==> src/rtl/alc_pkg.sv <==
// Shared types, constants and helpers for the ambient light dimmer controller.
package alc_pkg;

	localparam int LUX_W     = 24;
	localparam int TIME_W    = 32;
	localparam int HOUR_W    = 5;
	localparam int LVL_W     = 8;
	localparam int CFG_LVL_W = 7;
	localparam int CFG_W     = 16;
	localparam int REG_IDX_W = 3;
	localparam int ACT_W     = 3;
	localparam int FUNC_W    = 2;
	localparam int TGT_W     = 13;
	localparam int CMP_W     = 26;
	localparam int S_TDATA_W = 80;
	localparam int M_TDATA_W = 48;

	// event kinds carried on s_tuser
	localparam logic [FUNC_W-1:0] FUNC_LUX    = 2'd0;
	localparam logic [FUNC_W-1:0] FUNC_BUTTON = 2'd1;
	localparam logic [FUNC_W-1:0] FUNC_REPORT = 2'd2;

	typedef enum logic [ACT_W-1:0] {
		ACT_NONE          = 3'd0,
		ACT_SET_LEVEL     = 3'd1,
		ACT_SET_LEVEL_ON  = 3'd2,
		ACT_SWITCH_OFF    = 3'd3,
		ACT_REFRESH_NOW   = 3'd4,
		ACT_REFRESH_LATER = 3'd5
	} action_t;

	localparam logic [REG_IDX_W-1:0] REG_ENABLE   = 3'd0;
	localparam logic [REG_IDX_W-1:0] REG_SWING    = 3'd1;
	localparam logic [REG_IDX_W-1:0] REG_HOLDOFF  = 3'd2;
	localparam logic [REG_IDX_W-1:0] REG_TURN_ON  = 3'd3;
	localparam logic [REG_IDX_W-1:0] REG_MORNING  = 3'd4;

	localparam logic [CFG_W-1:0]     SWING_RST    = 16'd704;
	localparam logic [CFG_W-1:0]     HOLDOFF_RST  = 16'd121;
	localparam logic [CFG_LVL_W-1:0] TURN_ON_RST  = 7'd15;
	localparam logic [CFG_LVL_W-1:0] MORNING_RST  = 7'd20;

	localparam logic [LVL_W-1:0]  LVL_MAX       = 8'd100;
	localparam logic [LVL_W-1:0]  LVL_UP2_LIMIT = 8'd97;
	localparam logic [LVL_W-1:0]  LVL_OFF_LIMIT = 8'd10;
	localparam logic [LVL_W-1:0]  LVL_DN2_LIMIT = 8'd5;
	localparam logic [HOUR_W-1:0] HOUR_EVENING  = 5'd18;
	localparam logic [HOUR_W-1:0] HOUR_MORNING  = 5'd8;
	localparam logic [TIME_W-1:0] REFRESH_DELAY = 32'd4;

	// controller -> datapath
	typedef struct packed {
		logic latch;
		logic load;
		logic div_start;
		logic cmp;
		logic rule;
		logic exec;
		logic out_load;
	} alc_cmd_t;

	// datapath -> controller
	typedef struct packed {
		logic div_done;
		logic out_free;
	} alc_sts_t;

	// hourly target illuminance, Q8 lux
	function automatic logic [TGT_W-1:0] target_q8(input logic [HOUR_W-1:0] h);
		logic [TGT_W-1:0] t;
		if (h <= 5'd5)       t = 13'd1920;
		else if (h == 5'd6)  t = 13'd3840;
		else if (h == 5'd7)  t = 13'd5120;
		else if (h <= 5'd17) t = 13'd6400;
		else if (h == 5'd18) t = 13'd5120;
		else                 t = 13'd2560;
		return t;
	endfunction

	function automatic logic [TIME_W-1:0] sat_add(input logic [TIME_W-1:0] a,
		input logic [TIME_W-1:0] b);
		logic [TIME_W:0] s;
		s = {1'b0, a} + {1'b0, b};
		return s[TIME_W] ? {TIME_W{1'b1}} : s[TIME_W-1:0];
	endfunction

endpackage

==> src/rtl/alc_div.sv <==
// Restoring divider, one quotient bit per cycle.
module alc_div #(
	parameter int DVD_W = 27,
	parameter int DVS_W = 3
) (
	input  logic             clk,
	input  logic             arst_n,
	input  logic             start,
	input  logic [DVD_W-1:0] dividend,
	input  logic [DVS_W-1:0] divisor,
	output logic             done,
	output logic [DVD_W-1:0] quotient
);
	localparam int CNT_W = (DVD_W > 1) ? $clog2(DVD_W) : 1;

	logic             busy_q;
	logic             done_q;
	logic [CNT_W-1:0] cnt_q;
	logic [DVD_W-1:0] dvd_q;
	logic [DVS_W-1:0] dvs_q;
	logic [DVS_W-1:0] rem_q;
	logic [DVS_W:0]   shifted;
	logic             ge;

	assign shifted = {rem_q, dvd_q[DVD_W-1]};
	assign ge      = shifted >= {1'b0, dvs_q};

	always_ff @(posedge clk or negedge arst_n) begin
		if (!arst_n) begin
			busy_q <= 1'b0;
			done_q <= 1'b0;
			cnt_q  <= '0;
		end else begin
			done_q <= 1'b0;
			if (start) begin
				busy_q <= 1'b1;
				cnt_q  <= CNT_W'(DVD_W - 1);
			end else if (busy_q) begin
				if (cnt_q == '0) begin
					busy_q <= 1'b0;
					done_q <= 1'b1;
				end
				cnt_q <= cnt_q - 1'b1;
			end
		end
	end

	// dividend bits shift out the top while quotient bits shift in below
	always_ff @(posedge clk) begin
		if (start) begin
			dvd_q <= dividend;
			dvs_q <= divisor;
			rem_q <= '0;
		end else if (busy_q) begin
			rem_q <= ge ? DVS_W'(shifted - {1'b0, dvs_q}) : shifted[DVS_W-1:0];
			dvd_q <= {dvd_q[DVD_W-2:0], ge};
		end
	end

	assign done     = done_q;
	assign quotient = dvd_q;
endmodule

==> src/rtl/alc_ctrl.sv <==
// Sequencing state machine for the dimmer controller.
module alc_ctrl (
	input  logic                      clk,
	input  logic                      arst_n,
	input  logic                      s_tvalid,
	input  logic [alc_pkg::FUNC_W-1:0] s_tuser,
	output logic                      s_tready,
	input  alc_pkg::alc_sts_t         sts,
	output alc_pkg::alc_cmd_t         cmd
);
	import alc_pkg::*;

	typedef enum logic [7:0] {
		ST_IDLE  = 8'b0000_0001,
		ST_LOAD  = 8'b0000_0010,
		ST_START = 8'b0000_0100,
		ST_DIV   = 8'b0000_1000,
		ST_CMP   = 8'b0001_0000,
		ST_RULE  = 8'b0010_0000,
		ST_EXEC  = 8'b0100_0000,
		ST_OUT   = 8'b1000_0000
	} state_t;

	state_t state_q, state_d;

	always_ff @(posedge clk or negedge arst_n) begin
		if (!arst_n) state_q <= ST_IDLE;
		else         state_q <= state_d;
	end

	always_comb begin
		state_d = state_q;
		case (state_q)
			ST_IDLE:  if (s_tvalid) state_d = (s_tuser == FUNC_LUX) ? ST_LOAD : ST_EXEC;
			ST_LOAD:  state_d = ST_START;
			ST_START: state_d = ST_DIV;
			ST_DIV:   if (sts.div_done) state_d = ST_CMP;
			ST_CMP:   state_d = ST_RULE;
			ST_RULE:  state_d = ST_OUT;
			ST_EXEC:  state_d = ST_OUT;
			ST_OUT:   if (sts.out_free) state_d = ST_IDLE;
			default:  state_d = ST_IDLE;
		endcase
	end

	assign s_tready      = (state_q == ST_IDLE);
	assign cmd.latch     = (state_q == ST_IDLE) && s_tvalid;
	assign cmd.load      = (state_q == ST_LOAD);
	assign cmd.div_start = (state_q == ST_START);
	assign cmd.cmp       = (state_q == ST_DIV) && sts.div_done;
	assign cmd.rule      = (state_q == ST_RULE);
	assign cmd.exec      = (state_q == ST_EXEC);
	assign cmd.out_load  = (state_q == ST_OUT) && sts.out_free;
endmodule

==> src/rtl/alc_datapath.sv <==
// Datapath: configuration, sample window, averaging, control rules and result register.
module alc_datapath #(
	parameter int WINDOW_DEPTH = 6,
	parameter int MIN_SAMPLES  = 5
) (
	input  logic                          clk,
	input  logic                          arst_n,
	input  logic                          cfg_we,
	input  logic [alc_pkg::REG_IDX_W-1:0] cfg_index,
	input  logic [alc_pkg::CFG_W-1:0]     cfg_wdata,
	input  logic [alc_pkg::FUNC_W-1:0]    s_tuser,
	input  logic [alc_pkg::S_TDATA_W-1:0] s_tdata,
	output logic                          m_tvalid,
	input  logic                          m_tready,
	output logic [alc_pkg::M_TDATA_W-1:0] m_tdata,
	input  alc_pkg::alc_cmd_t             cmd,
	output alc_pkg::alc_sts_t             sts
);
	import alc_pkg::*;

	localparam int CNT_W = $clog2(WINDOW_DEPTH + 1);
	localparam int SUM_W = LUX_W + CNT_W;

	// configuration
	logic                 enable_q;
	logic [CFG_W-1:0]     swing_q;
	logic [CFG_W-1:0]     holdoff_q;
	logic [CFG_LVL_W-1:0] turn_on_q;
	logic [CFG_LVL_W-1:0] morning_q;

	// latched request
	logic [FUNC_W-1:0] func_q;
	logic [TIME_W-1:0] now_q;
	logic [HOUR_W-1:0] hour_q;
	logic [LUX_W-1:0]  lux_q;
	logic [7:0]        btn_q;
	logic [LVL_W-1:0]  rep_q;

	// control state
	logic [LUX_W-1:0]  window_q [WINDOW_DEPTH];
	logic [CNT_W-1:0]  cnt_q;
	logic [SUM_W-1:0]  sum_q;
	logic [LUX_W-1:0]  avg_q;
	logic              light_q;
	logic [LVL_W-1:0]  level_q;
	logic [TIME_W-1:0] holdoff_until_q;

	// registered rule conditions
	logic ok_q, on_q, up_q, up2_q, dn_q, dn2_q;

	action_t           res_act_q;
	logic [TIME_W-1:0] res_ref_q;

	logic              out_valid_q;
	action_t           out_act_q;
	logic [LVL_W-1:0]  out_lvl_q;
	logic [TIME_W-1:0] out_ref_q;

	logic             full;
	logic [SUM_W-1:0] quo;
	logic             div_done;

	alc_div #(.DVD_W(SUM_W), .DVS_W(CNT_W)) u_div (
		.clk      (clk),
		.arst_n   (arst_n),
		.start    (cmd.div_start),
		.dividend (sum_q),
		.divisor  (cnt_q),
		.done     (div_done),
		.quotient (quo)
	);

	assign full = (cnt_q == CNT_W'(WINDOW_DEPTH));

	// rule comparisons, widened so average or target plus swing never wraps
	logic [CMP_W-1:0] avg_w, old_w, t_w, s_w, s2_w;
	logic [CMP_W-1:0] as1, as2, ts1, ts2;
	assign avg_w = CMP_W'(quo[LUX_W-1:0]);
	assign old_w = CMP_W'(avg_q);
	assign t_w   = CMP_W'(target_q8(hour_q));
	assign s_w   = CMP_W'(swing_q);
	assign s2_w  = {s_w[CMP_W-2:0], 1'b0};
	assign as1   = avg_w + s_w;
	assign as2   = avg_w + s2_w;
	assign ts1   = t_w + s_w;
	assign ts2   = t_w + s2_w;

	logic [LVL_W-1:0]  up1, dn1;
	logic [TIME_W-1:0] hold_end;
	assign up1      = level_q + 1'b1;
	assign dn1      = level_q - 1'b1;
	assign hold_end = sat_add(now_q, TIME_W'(holdoff_q));

	always_ff @(posedge clk or negedge arst_n) begin
		if (!arst_n) begin
			enable_q  <= 1'b0;
			swing_q   <= SWING_RST;
			holdoff_q <= HOLDOFF_RST;
			turn_on_q <= TURN_ON_RST;
			morning_q <= MORNING_RST;
		end else if (cfg_we) begin
			case (cfg_index)
				REG_ENABLE:  enable_q  <= cfg_wdata[0];
				REG_SWING:   swing_q   <= cfg_wdata;
				REG_HOLDOFF: holdoff_q <= cfg_wdata;
				REG_TURN_ON: turn_on_q <= cfg_wdata[CFG_LVL_W-1:0];
				REG_MORNING: morning_q <= cfg_wdata[CFG_LVL_W-1:0];
				default: ;
			endcase
		end
	end

	always_ff @(posedge clk) begin
		if (cmd.latch) begin
			func_q <= s_tuser;
			now_q  <= s_tdata[31:0];
			hour_q <= s_tdata[36:32];
			lux_q  <= s_tdata[60:37];
			btn_q  <= s_tdata[68:61];
			rep_q  <= s_tdata[76:69];
		end
		// entries at or above the count are never read, so a clear only resets the count
		if (cmd.load) begin
			if (full) begin
				for (int i = 0; i < WINDOW_DEPTH - 1; i++)
					window_q[i] <= window_q[i+1];
				window_q[WINDOW_DEPTH-1] <= lux_q;
			end else begin
				for (int i = 0; i < WINDOW_DEPTH; i++)
					if (cnt_q == CNT_W'(i)) window_q[i] <= lux_q;
			end
		end
		if (cmd.cmp) begin
			ok_q  <= enable_q && (32'(cnt_q) >= MIN_SAMPLES) && (now_q >= holdoff_until_q);
			on_q  <= (hour_q < HOUR_EVENING) && (old_w > t_w) && (avg_w <= t_w);
			up_q  <= as1 < t_w;
			up2_q <= as2 < t_w;
			dn_q  <= avg_w > ts1;
			dn2_q <= avg_w > ts2;
		end
		if (cmd.out_load) begin
			out_act_q <= res_act_q;
			out_lvl_q <= level_q;
			out_ref_q <= res_ref_q;
		end
	end

	always_ff @(posedge clk or negedge arst_n) begin
		if (!arst_n) begin
			cnt_q           <= '0;
			sum_q           <= '0;
			avg_q           <= '0;
			light_q         <= 1'b0;
			level_q         <= '0;
			holdoff_until_q <= '0;
			res_act_q       <= ACT_NONE;
			res_ref_q       <= '0;
			out_valid_q     <= 1'b0;
		end else begin
			if (cmd.load) begin
				sum_q <= sum_q - (full ? SUM_W'(window_q[0]) : '0) + SUM_W'(lux_q);
				if (!full) cnt_q <= cnt_q + 1'b1;
			end
			if (cmd.cmp) avg_q <= quo[LUX_W-1:0];
			if (cmd.rule) begin
				res_ref_q <= '0;
				res_act_q <= ACT_NONE;
				if (ok_q) begin
					if (!light_q && on_q) begin
						level_q   <= LVL_W'(turn_on_q);
						light_q   <= 1'b1;
						cnt_q     <= '0;
						sum_q     <= '0;
						res_act_q <= ACT_SET_LEVEL_ON;
					end else if (light_q && up_q && level_q < LVL_MAX) begin
						level_q   <= (up2_q && up1 < LVL_UP2_LIMIT) ? up1 + 1'b1 : up1;
						cnt_q     <= '0;
						sum_q     <= '0;
						res_act_q <= ACT_SET_LEVEL;
					end else if (light_q && dn_q) begin
						cnt_q <= '0;
						sum_q <= '0;
						if (level_q > LVL_OFF_LIMIT) begin
							level_q   <= (dn2_q && dn1 > LVL_DN2_LIMIT) ? dn1 - 1'b1 : dn1;
							res_act_q <= ACT_SET_LEVEL;
						end else begin
							level_q   <= '0;
							light_q   <= 1'b0;
							res_act_q <= ACT_SWITCH_OFF;
						end
					end
				end
			end
			if (cmd.exec) begin
				res_ref_q <= '0;
				res_act_q <= ACT_NONE;
				case (func_q)
					FUNC_BUTTON: begin
						light_q <= (btn_q != '0);
						if (enable_q) begin
							cnt_q <= '0;
							sum_q <= '0;
							if (hour_q < HOUR_MORNING && btn_q != '0) begin
								level_q   <= LVL_W'(morning_q);
								res_act_q <= ACT_SET_LEVEL;
							end else begin
								res_act_q <= ACT_REFRESH_NOW;
							end
							if (hold_end > holdoff_until_q) holdoff_until_q <= hold_end;
						end
					end
					FUNC_REPORT: begin
						if (enable_q && rep_q != level_q) begin
							res_act_q <= ACT_REFRESH_LATER;
							res_ref_q <= sat_add(now_q, REFRESH_DELAY);
						end
						level_q <= rep_q;
					end
					default: ;
				endcase
			end
			if (cmd.out_load)      out_valid_q <= 1'b1;
			else if (m_tready)     out_valid_q <= 1'b0;
		end
	end

	assign sts.div_done = div_done;
	assign sts.out_free = !out_valid_q || m_tready;

	assign m_tvalid = out_valid_q;
	assign m_tdata  = {5'b0, out_ref_q, out_lvl_q, out_act_q};
endmodule

==> src/rtl/ambient_light_dimmer_controller.sv <==
// A lux sample passes through the load, start, divide, compare, rule and output states
//   before m_tvalid; the divide of the window sum yields one quotient bit per cycle.
// Button events, dimmer reports and unused kinds pass through the exec and output states.
// One request in flight; the next can be accepted the cycle after its result enters
//   the output register, which holds it while m_tready is low.
// arst_n clears window, state and control, and loads register defaults.
module ambient_light_dimmer_controller #(
	parameter int WINDOW_DEPTH = 6,
	parameter int MIN_SAMPLES  = 5
) (
	input  logic                          clk,
	input  logic                          arst_n,
	input  logic                          cfg_we,
	input  logic [alc_pkg::REG_IDX_W-1:0] cfg_index,
	input  logic [alc_pkg::CFG_W-1:0]     cfg_wdata,
	input  logic                          s_tvalid,
	output logic                          s_tready,
	// now_seconds[31:0], hour[36:32], lux_q8[60:37], button_value[68:61],
	// reported_level[76:69], zero fill
	input  logic [alc_pkg::S_TDATA_W-1:0] s_tdata,
	// func[1:0]
	input  logic [alc_pkg::FUNC_W-1:0]    s_tuser,
	output logic                          m_tvalid,
	input  logic                          m_tready,
	// action[2:0], dimmer_level[10:3], refresh_at[42:11], zero fill
	output logic [alc_pkg::M_TDATA_W-1:0] m_tdata
);
	import alc_pkg::*;

	alc_cmd_t cmd;
	alc_sts_t sts;

	alc_ctrl u_ctrl (
		.clk      (clk),
		.arst_n   (arst_n),
		.s_tvalid (s_tvalid),
		.s_tuser  (s_tuser),
		.s_tready (s_tready),
		.sts      (sts),
		.cmd      (cmd)
	);

	alc_datapath #(
		.WINDOW_DEPTH (WINDOW_DEPTH),
		.MIN_SAMPLES  (MIN_SAMPLES)
	) u_dp (
		.clk       (clk),
		.arst_n    (arst_n),
		.cfg_we    (cfg_we),
		.cfg_index (cfg_index),
		.cfg_wdata (cfg_wdata),
		.s_tuser   (s_tuser),
		.s_tdata   (s_tdata),
		.m_tvalid  (m_tvalid),
		.m_tready  (m_tready),
		.m_tdata   (m_tdata),
		.cmd       (cmd),
		.sts       (sts)
	);
endmodule

==> config.mk <==
export PLATFORM = sky130hd
export DESIGN_NAME = ambient_light_dimmer_controller
export DESIGN_NICKNAME = d
export VERILOG_FILES = /design/src/rtl/alc_pkg.sv /design/src/rtl/alc_div.sv /design/src/rtl/alc_ctrl.sv /design/src/rtl/alc_datapath.sv /design/src/rtl/ambient_light_dimmer_controller.sv
export SDC_FILE = /design/constraint.sdc
export NUM_CORES = 1
export LEC_CHECK = 0
export BUFFER_PORTS_ARGS = -buffer_cell sky130_fd_sc_hd__buf_2
export CAP_MARGIN = 20
export CORE_UTILIZATION = 55
export CTS_CLUSTER_SIZE = 20
export DETAILED_ROUTE_END_ITERATION = 16
export PLACE_DENSITY_LB_ADDON = 0.3
export RECOVER_POWER = 50
export SLEW_MARGIN = 40
export SYNTH_ARGS = -nofsm -noshare
export SYNTH_HDL_FRONTEND = slang
export SYNTH_HIERARCHICAL = 1
export SYNTH_SLANG_ARGS = --single-unit
==> constraint.sdc <==
create_clock -name clk -period 11.56 [get_ports clk]
set_input_delay 0.578 -clock clk [delete_from_list [all_inputs] [get_ports clk]]
set_output_delay 0.578 -clock clk [all_outputs]
set_load 0.05 [all_outputs]
### Word-level counts from Yosys, hierarchy flattened

Memories as Yosys holds them, arrays and structs flattened.
Index checks and enable logic that the tools add are counted.

| storage, ports and cells | value |
|---|---|
| register bits | 354 |
| bits in writable memories | 144 |
| input bits | 106 |
| memories kept | 1 |

Memory list:

| memory | words | width | read ports | clocked after Yosys merged registers in | write ports | RTL line | text |
|---|---|---|---|---|---|---|---|
| u_dp.window_q | 6 | 24 | 6 | 0 | 6 | alc_datapath.sv:40 | `logic [LUX_W-1:0] window_q [WINDOW_DEPTH];` |

| cells by class | value |
|---|---|
| $add $sub $neg | 15 |
| order comparisons | 18 |
| equal/unequal tests | 27 |
| mux-type cells | 113 |
| bitwise logic cells | 6 |
| reductions and logical operators | 34 |

Operators with widths:

| kind | count |
|---|---|
| $mux W27 | 11 |
| $mux W32 | 6 |
| $mux W24 | 7 |
| $mux W8 | 14 |
| $mux W13 | 5 |
| $mux W3 | 20 |
| $pmux W8 S7 | 1 |
| $gt A24 B26 Y1 | 2 |
| $lt A26 B13 Y1 | 2 |
| $mux W1 | 43 |
| $add A32 B16 Y33 | 1 |
| $add A32 B3 Y33 const B | 1 |
| $ge A32 B32 Y1 | 1 |
| $gt A32 B32 Y1 | 1 |
| $add A27 B24 Y27 | 1 |
| $sub A27 B27 Y27 | 1 |
| $add A24 B16 Y25 | 1 |
| $add A24 B17 Y25 | 1 |
| $gt A24 B13 Y1 | 1 |
| $le A24 B13 Y1 | 1 |
| $add A13 B17 Y18 | 1 |
| $add A13 B16 Y17 | 1 |
| $add A8 B1 Y8 const B | 2 |
| $lt A8 B7 Y1 const B | 2 |
| 48 further kinds | 86 |

### Longest topological paths before layout

Gate-level depths: netlist of the first run.

| logic depth | value |
|---|---|
| depth after elaboration | 14 |
| gate-level depth with buffers | 23 |
| depth with buffers taken out | 20 |

### Hierarchy

The synthesis of the first run kept the hierarchy.

Modules (own cells, without submodules):

| module | instances | cells each | area each (µm²) | seq. area each (µm²) |
|---|---|---|---|---|
| alc_datapath | 1 | 2,454 | 26,096.3 | 12,639.6 |
| alc_div | 1 | 123 | 1,806.7 | 1,136.1 |
| alc_ctrl | 1 | 57 | 530.5 | 201.4 |

### Worst setup path after synthesis of the first run

OpenSTA, ideal clock, no wires.

| timing | value |
|---|---|
| kind | register to register |
| from | reg u_dp.now_q[0] |
| to | reg u_dp.holdoff_until_q[11] |
| setup time | 133 ps |
| data arrival time | 4,648 ps |
| required time | 11,427 ps |
| path slack | 6,779 ps |
| cell stages (with the launch flop) | 23 |
| path buffers | 4 |
| path through | edfxtp_1 > ha_1 > inv_1 > fa_1 > nor2b_4 > o31a_1 > o211a_1 > o311a_4 > a311o_4 > nand2b_2 > buf_6 > buf_2 > nand2_1 > ha_1 > a2111oi_0 > o31a_1 > o21ai_0 > o221a_2 > or2_2 > buf_1 > clkbuf_1 > o21ai_0 > o21ai_0 |

| between the ends | value |
|---|---|
| cells in the longest elaborated chain, start to end | 4 |

Ends and longest elaborated chain:

| what | RTL line | text |
|---|---|---|
| start, declared | alc_datapath.sv:33 | `logic [TIME_W-1:0] now_q;` |
| start signal, assigned | alc_datapath.sv:116 | `now_q <= s_tdata[31:0];` |
| $add A32 B16 Y33 | alc_pkg.sv:83 | `s = {1'b0, a} + {1'b0, b};` |
| $mux W32 | alc_pkg.sv:84 | `return s[TIME_W] ? {TIME_W{1'b1}} : s[TIME_W-1:0];` |
| via u_dp.hold_end[29] | alc_datapath.sv:89 | `logic [TIME_W-1:0] hold_end;` |
| $gt A32 B32 Y1 | alc_datapath.sv:209 | `if (hold_end > holdoff_until_q) holdoff_until_q <= hold_end;` |
| $reduce_and A4 Y1 (no source line) | - |  |
| end signal, assigned | alc_datapath.sv:209 |  |
| end, declared | alc_datapath.sv:46 | `logic [TIME_W-1:0] holdoff_until_q;` |

The timed path passes the listed nets, and every way through them passes these cells.
A chain may end at the register's enable or synchronous reset.

==> impl_metrics.py, run 1 <==
metrics = {
    "status": {
        "status": "finished, violations left",
        "violations": "max-capacitance violations, max-slew violations",
    },
    "global_route": {
        "overflow": 0,
        "grt_max_degree": 81,
        "grt_pass1_wl_um": 107000,
        "grt_use_total_pct": 25.3,
        "grt_pass1_vias": 20400,
        "antenna_found_initial": 3,
    },
    "critical_path": {
        "cp.arrival_ps": 6220,
        "required_ps": 11530,
        "r2r_cells": 18,
        "worstPathMaxFanout": 80,
        "end_kind": "asynchronous set/reset pin",
        "cp_common_cell": "clkbuf_1",
        "critPathSlowestCell": "clkbuf_1",
        "startpoint_type": "input port",
        "crit_cells": 2,
        "crit_family": "buffers and inverters",
        "rr_startpoint": "u_dp/now_q[0]",
        "crit_chain": "clkbuf_1 -> clkbuf_1",
        "slowest_delay_ps": 3070,
        "crit_buf_inv": 2,
        "startpoint": "arst_n",
        "path_class": "in -> async",
    },
    "sta": {
        "relSlewSlack_pct": -197,
        "final_hold_viol_count": 0,
        "clock-skew-final_ps": 22.3,
        "fin_setup_tns_ps": 0,
        "period_share_pct": 54.1,
        "worst_pin_slew_ps": 4460,
        "rsz0062_at_grt": "false",
        "clock.fmax_mhz": 160,
        "setup_viol": 0,
        "fin_crit_ps": 6260,
        "finalMaxSlewViolations": 258,
    },
    "routing": {
        "drtIter0Drc": 1699,
        "drc_errors": 0,
        "vias": 20500,
        "routed_wl_um": 66400,
        "detail_route.first_pass.iterations": 6,
        "viasPerCell": 5.90,
        "wl_per_cell_um": 19.1,
        "ant_nets": 0,
    },
    "cts": {
        "root_buffer": "clkbuf_16",
        "cts_tree": "done",
        "postCtsSetupRepairBufs": 0,
        "clk_latency_ps": 600,
        "cts_buffer_depth": 3,
        "cts_resized": 0,
        "clock-sinks": 498,
        "htreeDepth": 2,
        "cts.clk_slew.worst_paths_ps": 60,
        "cts_hold_buf": 0,
        "cts-buffers-inserted": 52,
    },
    "logic_synthesis": {
        "synth-seq-cells": 498,
        "syn_area_mm2": 0.0284,
        "synth_cells": 2634,
        "ys_types": 92,
        "synthFlopType": "edfxtp_1",
        "synth_edf_count": 302,
        "synth_warnings": 6,
        "syn_avg_cell_area_um2": 10.8,
        "synthArstFlopShare_pct": 38.8,
        "synth_seq_area_share_pct": 49.2,
    },
    "layout": {
        "syn2layout_area_growth_pct": 10.8,
        "nNetsFinal": 3123,
        "drive_above_1_share_pct": 12.8,
        "fin_cells": 3480,
        "stdcell_area_mm2": 0.0315,
        "multi_input_area_mm2": 0.0133,
        "seq_area_mm2": 0.0140,
        "nFillCells": 4027,
    },
    "placement": {
        "placed_cells": 3380,
        "gp_congestion": 0.947,
        "dp_hpwl_um": 48300,
        "port_buffers": 147,
        "dpl_cell_area_mm2": 0.0298,
    },
    "die": {
        "die_w_um": 229,
        "die_h_um": 229,
        "die_area_mm2": 0.0526,
        "ios": 156,
        "row_count": 82,
        "coreArea_mm2": 0.0506,
        "start_util_pct": 56.2,
    },
    "hold_path": {
        "hold_depth": 1,
        "hp-start": "s_tdata[54]",
        "hold_path.class": "in -> reg",
    },
    "power_and_ir_drop": {
        "total_leakage_power_nw": 13.5,
        "p_total_mw": 7.14,
        "peakVddDrop_mv": 0.135,
        "powerDensity_mw_per_mm2": 227,
    },
    "job": {
        "maxCapViolCount": 5,
    },
}
==> worst paths after layout <==
kind | endpoint | slack, ps
max | u_dp/holdoff_q[1] | 5300
min | u_dp/lux_q[17] | 150
max reg2reg | u_dp/holdoff_until_q[10] | 5890
min reg2reg | u_dp/out_ref_q[7] | 440
max in group clk | u_dp/holdoff_until_q[10] | 5890
min in group asynchronous | u_dp/res_ref_q[23] | 1550
==> per-layer routing <==
metal	track usage, %	wire (µm)	vias up	part of all wire, %
met4	7.90	1600	2	2.4
met3	3.27	3760	129	5.7
met5	0	11	-	0.017
li1	-	-	9764	-
met1	34.0	29000	10000	44
met2	42.7	32000	605	48
==> cell usage after synthesis, types with 9 or more instances <==
library cell | count | area (µm²)
a31oi_1 | 32 | 200
a22oi_1 | 9 | 67.6
a21oi_1 | 104 | 521
mux2i_1 | 21 | 210
nor3_1 | 32 | 160
nor2_1 | 148 | 556
buf_1 | 10 | 37.5
o31ai_1 | 13 | 97.6
nor3b_1 | 10 | 75.1
xnor2_1 | 44 | 385
and2_1 | 10 | 62.6
clkbuf_1 | 70 | 263
fa_1 | 28 | 561
ha_1 | 227 | 2840
inv_1 | 203 | 762
nor2b_1 | 28 | 175
a21o_1 | 63 | 473
nand4_1 | 32 | 200
o21bai_1 | 14 | 105
or2_2 | 15 | 93.8
nand2b_1 | 26 | 163
dfrtp_1 | 178 | 4450
or3_1 | 23 | 144
buf_2 | 11 | 55.1
edfxtp_1 | 302 | 9070
xor2_1 | 62 | 543
a211oi_1 | 16 | 120
nand2_1 | 265 | 995
nor4_1 | 20 | 125
dfstp_2 | 15 | 394
nand3_1 | 36 | 180
and3_1 | 44 | 275
o21ai_0 | 226 | 1130
o21a_1 | 29 | 218
mux2_2 | 110 | 1240
o211ai_1 | 9 | 67.6
==> placed cells by master, fill, tap and decap left out, types with 26 or more instances in the layout <==
cell type,instances
o21a_1,29
nor3_1,31
a31oi_1,32
a21o_1,63
edfxtp_1,302
dfrtp_1,178
nand2b_1,26
buf_2,80
clkbuf_16,52
clkbuf_1,86
fa_1,28
nor2b_1,27
nand4_1,32
xor2_1,62
nand2_1,261
inv_1,201
and3_1,44
xnor2_1,44
nor2_1,146
ha_1,227
a21oi_1,103
o21ai_0,226
mux2_2,110
nand3_1,36
==> metrics by stage <==
step                hold slack [ps]  setup WS (ps)  utilization [%]
floorplan                       282           6780                -
global placement                431           5770             58.9
detailed placement              431           5950             59.0
CTS                            18.5           5920             62.5
global route                    119           4050             62.3
finish                          147           5300             62.3
==> layout make-up <==
class	instances	share of cell area [%]
Antenna cell	2	0.0159
Clock buffer	69	4.46
Clock inverter	29	1.29
Inverter	203	2.42
Multi-Input combinational cell	1838	42.2
Sequential cell	498	44.4
Tap cell	672	2.67
Timing Repair Buffer	169	2.55
==> registers in the layout, indices dropped and copies added, names as in the netlist, 5 cells and up <==
signal,count
u_dp/now_q,32
u_dp/u_div/quotient,27
u_dp/morning_q,7
u_dp/holdoff_q,16
u_dp/turn_on_q,7
u_dp/res_ref_q,32
u_dp/u_div/cnt_q,5
u_dp/hour_q,5
u_dp/out_ref_q,32
u_dp/lux_q,24
u_dp/out_lvl_q,8
u_dp/swing_q,16
u_dp/level_q,8
u_dp/avg_q,24
u_dp/window_q,144
u_ctrl/state_q,8
u_dp/btn_q,8
u_dp/sum_q,27
u_dp/rep_q,8
u_dp/holdoff_until_q,32
==> cells by family (layout without fill, tap and decap cells) <==
kind of cell    after synthesis  in the layout  share of synthesized area, %
buf+inv                     302            470                          4.17
fa+ha+maj                   255            255                          12.0
other cells                   1              7                        0.0132
xor+xnor                    106            106                          3.27
simple gates                734            734                          12.8
compound gates              604            604                          13.4
mux                         134            134                          5.25
flops                       498            498                          49.2
==> power by group <==
group	switching (mW)	internal [mW]
sequential	0.319	2.24
clock	0.712	1.05
combinational	1.62	1.21
Note: power is estimated with default switching activity, not from simulation.
==> run 2, diff against run 1 <==
--- a/config.mk
+++ b/config.mk
@@ -5,6 +5,7 @@
 export SDC_FILE = /design/constraint.sdc
 export NUM_CORES = 1
 export LEC_CHECK = 0
+export ABC_AREA = 1
 export BUFFER_PORTS_ARGS = -buffer_cell sky130_fd_sc_hd__buf_2
 export CAP_MARGIN = 20
 export CORE_UTILIZATION = 55
==> constraint.sdc (replaced) <==
create_clock -name clk -period 5.4 [get_ports clk]
set_input_delay 0.27 -clock clk [delete_from_list [all_inputs] [get_ports clk]]
set_output_delay 0.27 -clock clk [all_outputs]
set_load 0.05 [all_outputs]
==> run 2 against run 1 <==
Against the previous run:
- the flow still finishes with violations (max-capacitance violations, max-slew violations)
- first-iteration DRC count rose by 13%
- critical endpoint is now u_dp/holdoff_until_q[31]
- sequential cell count unchanged
- highest routed layer is now met4
- final cell count rose by 27%
- synthesized cell count up 31%
- combinational power grew to 2.5 times the previous value
- core utilization increased by 0.77 points
- critical path depth is 27 higher
- worst setup slack lost 4500 ps
==> impl_metrics.py, run 2 <==
metrics = {
    "status": {
        "status": "finished, violations left",
        "violations": "max-capacitance violations, max-slew violations",
    },
    "placement": {
        "placed_cells": 4244,
        "gp_congestion": 0.958,
        "dp_hpwl_um": 54800,
        "port_buffers": 147,
    },
    "cts": {
        "postCtsSetupRepairBufs": 0,
        "clock-sinks": 498,
        "htreeDepth": 2,
        "clk_latency_ps": 620,
        "cts_tree": "done",
        "cts.clk_slew.worst_paths_ps": 70,
        "cts_buffer_depth": 3,
        "cts-buffers-inserted": 51,
        "root_buffer": "clkbuf_16",
    },
    "power_and_ir_drop": {
        "total_leakage_power_nw": 15.6,
        "powerDensity_mw_per_mm2": 486,
        "peakVddDrop_mv": 0.317,
    },
    "logic_synthesis": {
        "synth_cells": 3462,
        "synth-seq-cells": 498,
        "synthArstFlopShare_pct": 38.8,
        "synth_top_cell_by_area": "edfxtp_1",
        "ys_types": 72,
        "synthFlopType": "edfxtp_1",
        "synth_most_common_cell": "nand2_1",
        "synth.area.top_cells": "edfxtp_1 (30%), dfrtp_1 (15%), nand2_1 (9.7%), ha_1 (9.5%), inv_1 (6.5%)",
        "synth_edf_count": 302,
        "synth_seq_area_share_pct": 46.5,
        "synth_top_area_share_pct": 30.2,
        "ys_top_cells_by_count": "nand2_1 (780), inv_1 (519), o21ai_0 (348)",
        "synth_warnings": 6,
        "syn_avg_cell_area_um2": 8.67,
        "syn_area_mm2": 0.0300,
    },
    "critical_path": {
        "startpoint_type": "flop",
        "reg2reg_slack_ps": 790,
        "critPathSlowestCell": "dfstp_2",
        "rr_startpoint": "u_dp/holdoff_q[0]",
        "crit_family": "simple AND/OR/NAND/NOR gates",
        "slowest_delay_ps": 540,
        "end_kind": "flop",
        "r2r_cells": 29,
        "required_ps": 5920,
        "cp_common_cell": "nand2_1",
        "worstPathMaxFanout": 24,
        "crit_buf_inv": 6,
        "cp.arrival_ps": 5130,
        "path_class": "reg -> reg",
        "r2r-end": "u_dp/holdoff_until_q[31]",
    },
    "layout": {
        "drive_above_1_share_pct": 8.26,
        "final_common_cell": "nand2_1",
        "syn2layout_area_growth_pct": 13.2,
        "seq_area_mm2": 0.0140,
        "nNetsFinal": 4047,
        "nFillCells": 4516,
        "final_util_pct": 63.1,
        "largest_reg_flops": 144,
        "final_cell_mix": "nand2_1 (779), inv_1 (520), o21ai_0 (349)",
        "multi_input_area_mm2": 0.0136,
        "largest-register": "u_dp/window_q",
        "fin_cells": 4427,
    },
    "sta": {
        "fin_crit_ps": 4610,
        "hold_slack_ps": 27.9,
        "fin_setup_tns_ps": 0,
        "rsz0062_at_grt": "false",
        "relSlewSlack_pct": -157,
        "period_share_pct": 85.4,
        "final_hold_viol_count": 0,
        "clock-skew-final_ps": 50.0,
        "worst_pin_slew_ps": 3860,
        "setup_viol": 0,
        "clock.fmax_mhz": 217,
        "finalMaxSlewViolations": 208,
    },
    "global_route": {
        "grt_pass1_vias": 23000,
        "grt_pass1_wl_um": 121000,
        "grt_max_degree": 81,
        "antenna_found_initial": 1,
        "grt_use_total_pct": 27.2,
        "overflow": 0,
    },
    "hold_path": {
        "hold_depth": 3,
        "hold_path.class": "in -> reg",
        "hp-start": "cfg_wdata[7]",
        "whs_endpoint": "u_dp/holdoff_q[7]",
    },
    "routing": {
        "viasPerCell": 5.46,
        "drc_errors": 0,
        "wl_per_cell_um": 17.0,
        "detail_route.first_pass.iterations": 5,
        "ant_nets": 0,
        "routed_wl_um": 75100,
        "drtIter0Drc": 1912,
        "vias": 24200,
    },
    "die": {
        "die_h_um": 236,
        "ios": 156,
        "row_count": 85,
        "die_area_mm2": 0.0555,
        "die_w_um": 236,
        "start_util_pct": 55.7,
        "coreArea_mm2": 0.0539,
    },
    "job": {
        "maxCapViolCount": 4,
    },
}
-- run 2: cell types whose count changed after synthesis, sizes merged, moves of 43 or more --
cell / before / now
and3: 44 / 1
mux2: 113 / 8
o21ai: 229 / 376
nand2: 265 / 796
a21oi: 104 / 190
nand3: 36 / 135
a21o: 63 / 5
inv: 203 / 533
nor2: 148 / 267
-- run 2: through the flow --
stage          area (µm²)  power (mW)  setup slack (ps)
2_1_floorplan       30100        10.8              1470
3_3_place_gp        31400        12.5               952
3_5_place_dp        31500        12.6               898
4_1_cts             34100        16.5               861
5_1_grt             34000        17.8               447
6_report            34000        16.5               787
-- run 2: worst max path at each step --
stage	startpoint	endpoint	slack (ps)	cells after the start
6_report	u_dp/holdoff_q[0]	u_dp/holdoff_until_q[31]	790	29
5_1_grt	u_dp/holdoff_q[0]	u_dp/holdoff_until_q[27]	450	29
4_1_cts	u_dp/holdoff_q[0]	u_dp/holdoff_until_q[31]	860	27
3_5_place_dp	u_dp/holdoff_q[0]	u_dp/holdoff_until_q[31]	900	27
3_3_place_gp	u_dp/holdoff_q[0]	u_dp/holdoff_until_q[29]	950	28
2_1_floorplan	u_dp/holdoff_q[0]	u_dp/holdoff_until_q[16]	1470	28
-- run 2: metal layers --
layer,GRT usage [%],part of all wire (%)
met3,3.94,6.7
met4,7.82,2.6
met5,0,0
met2,44.6,46
met1,37.5,44
-- run 2: timing repair --
action | CTS | global route
hold buffers | 85 | 0
endpoints found under the hold margin | 161 | 0
gates resized for setup | 0 | 0
-- run 2: cell families (layout without fill, tap and decap cells) --
family | after synthesis | in the layout | share of synthesized area (%)
AND/OR/NAND/NOR | 1317 | 1317 | 18.8
AO/OA/AOI/OAI | 681 | 681 | 12.5
XOR/XNOR | 80 | 80 | 2.33
multiplexers | 8 | 8 | 0.300
other | 1 | 8 | 0.0125
adder cells (fa/ha/maj) | 255 | 255 | 11.3
flip-flops | 498 | 498 | 46.5
buffers and inverters | 622 | 884 | 8.11
-- run 2: final cells by class --
| class | instances | share of cell area [%] |
|---|---|---|
| antenna | 3 | 0.0221 |
| tap | 696 | 2.56 |
| timing repair buffer | 254 | 4.97 |
| inverter | 535 | 5.93 |
| clock inverter | 37 | 1.43 |
| sequential | 498 | 41.1 |
| clock buffer | 58 | 3.86 |
| multi-input combinational | 2346 | 40.1 |
-- run 2: worst reg2reg max path, delay by kind of cell, from the launching register on --
kind | cells | cell delay [ps]
AO/OA/AOI/OAI | 8 | 1120
adder cells (fa/ha/maj) | 3 | 740
flip-flops | 1 | 540
AND/OR/NAND/NOR | 12 | 1150
buffers and inverters | 6 | 950
-- run 2: power by group --
group          switching [mW]  internal, mW
clock network            1.56          2.20
logic                    4.62          2.55
registers               0.709          4.87
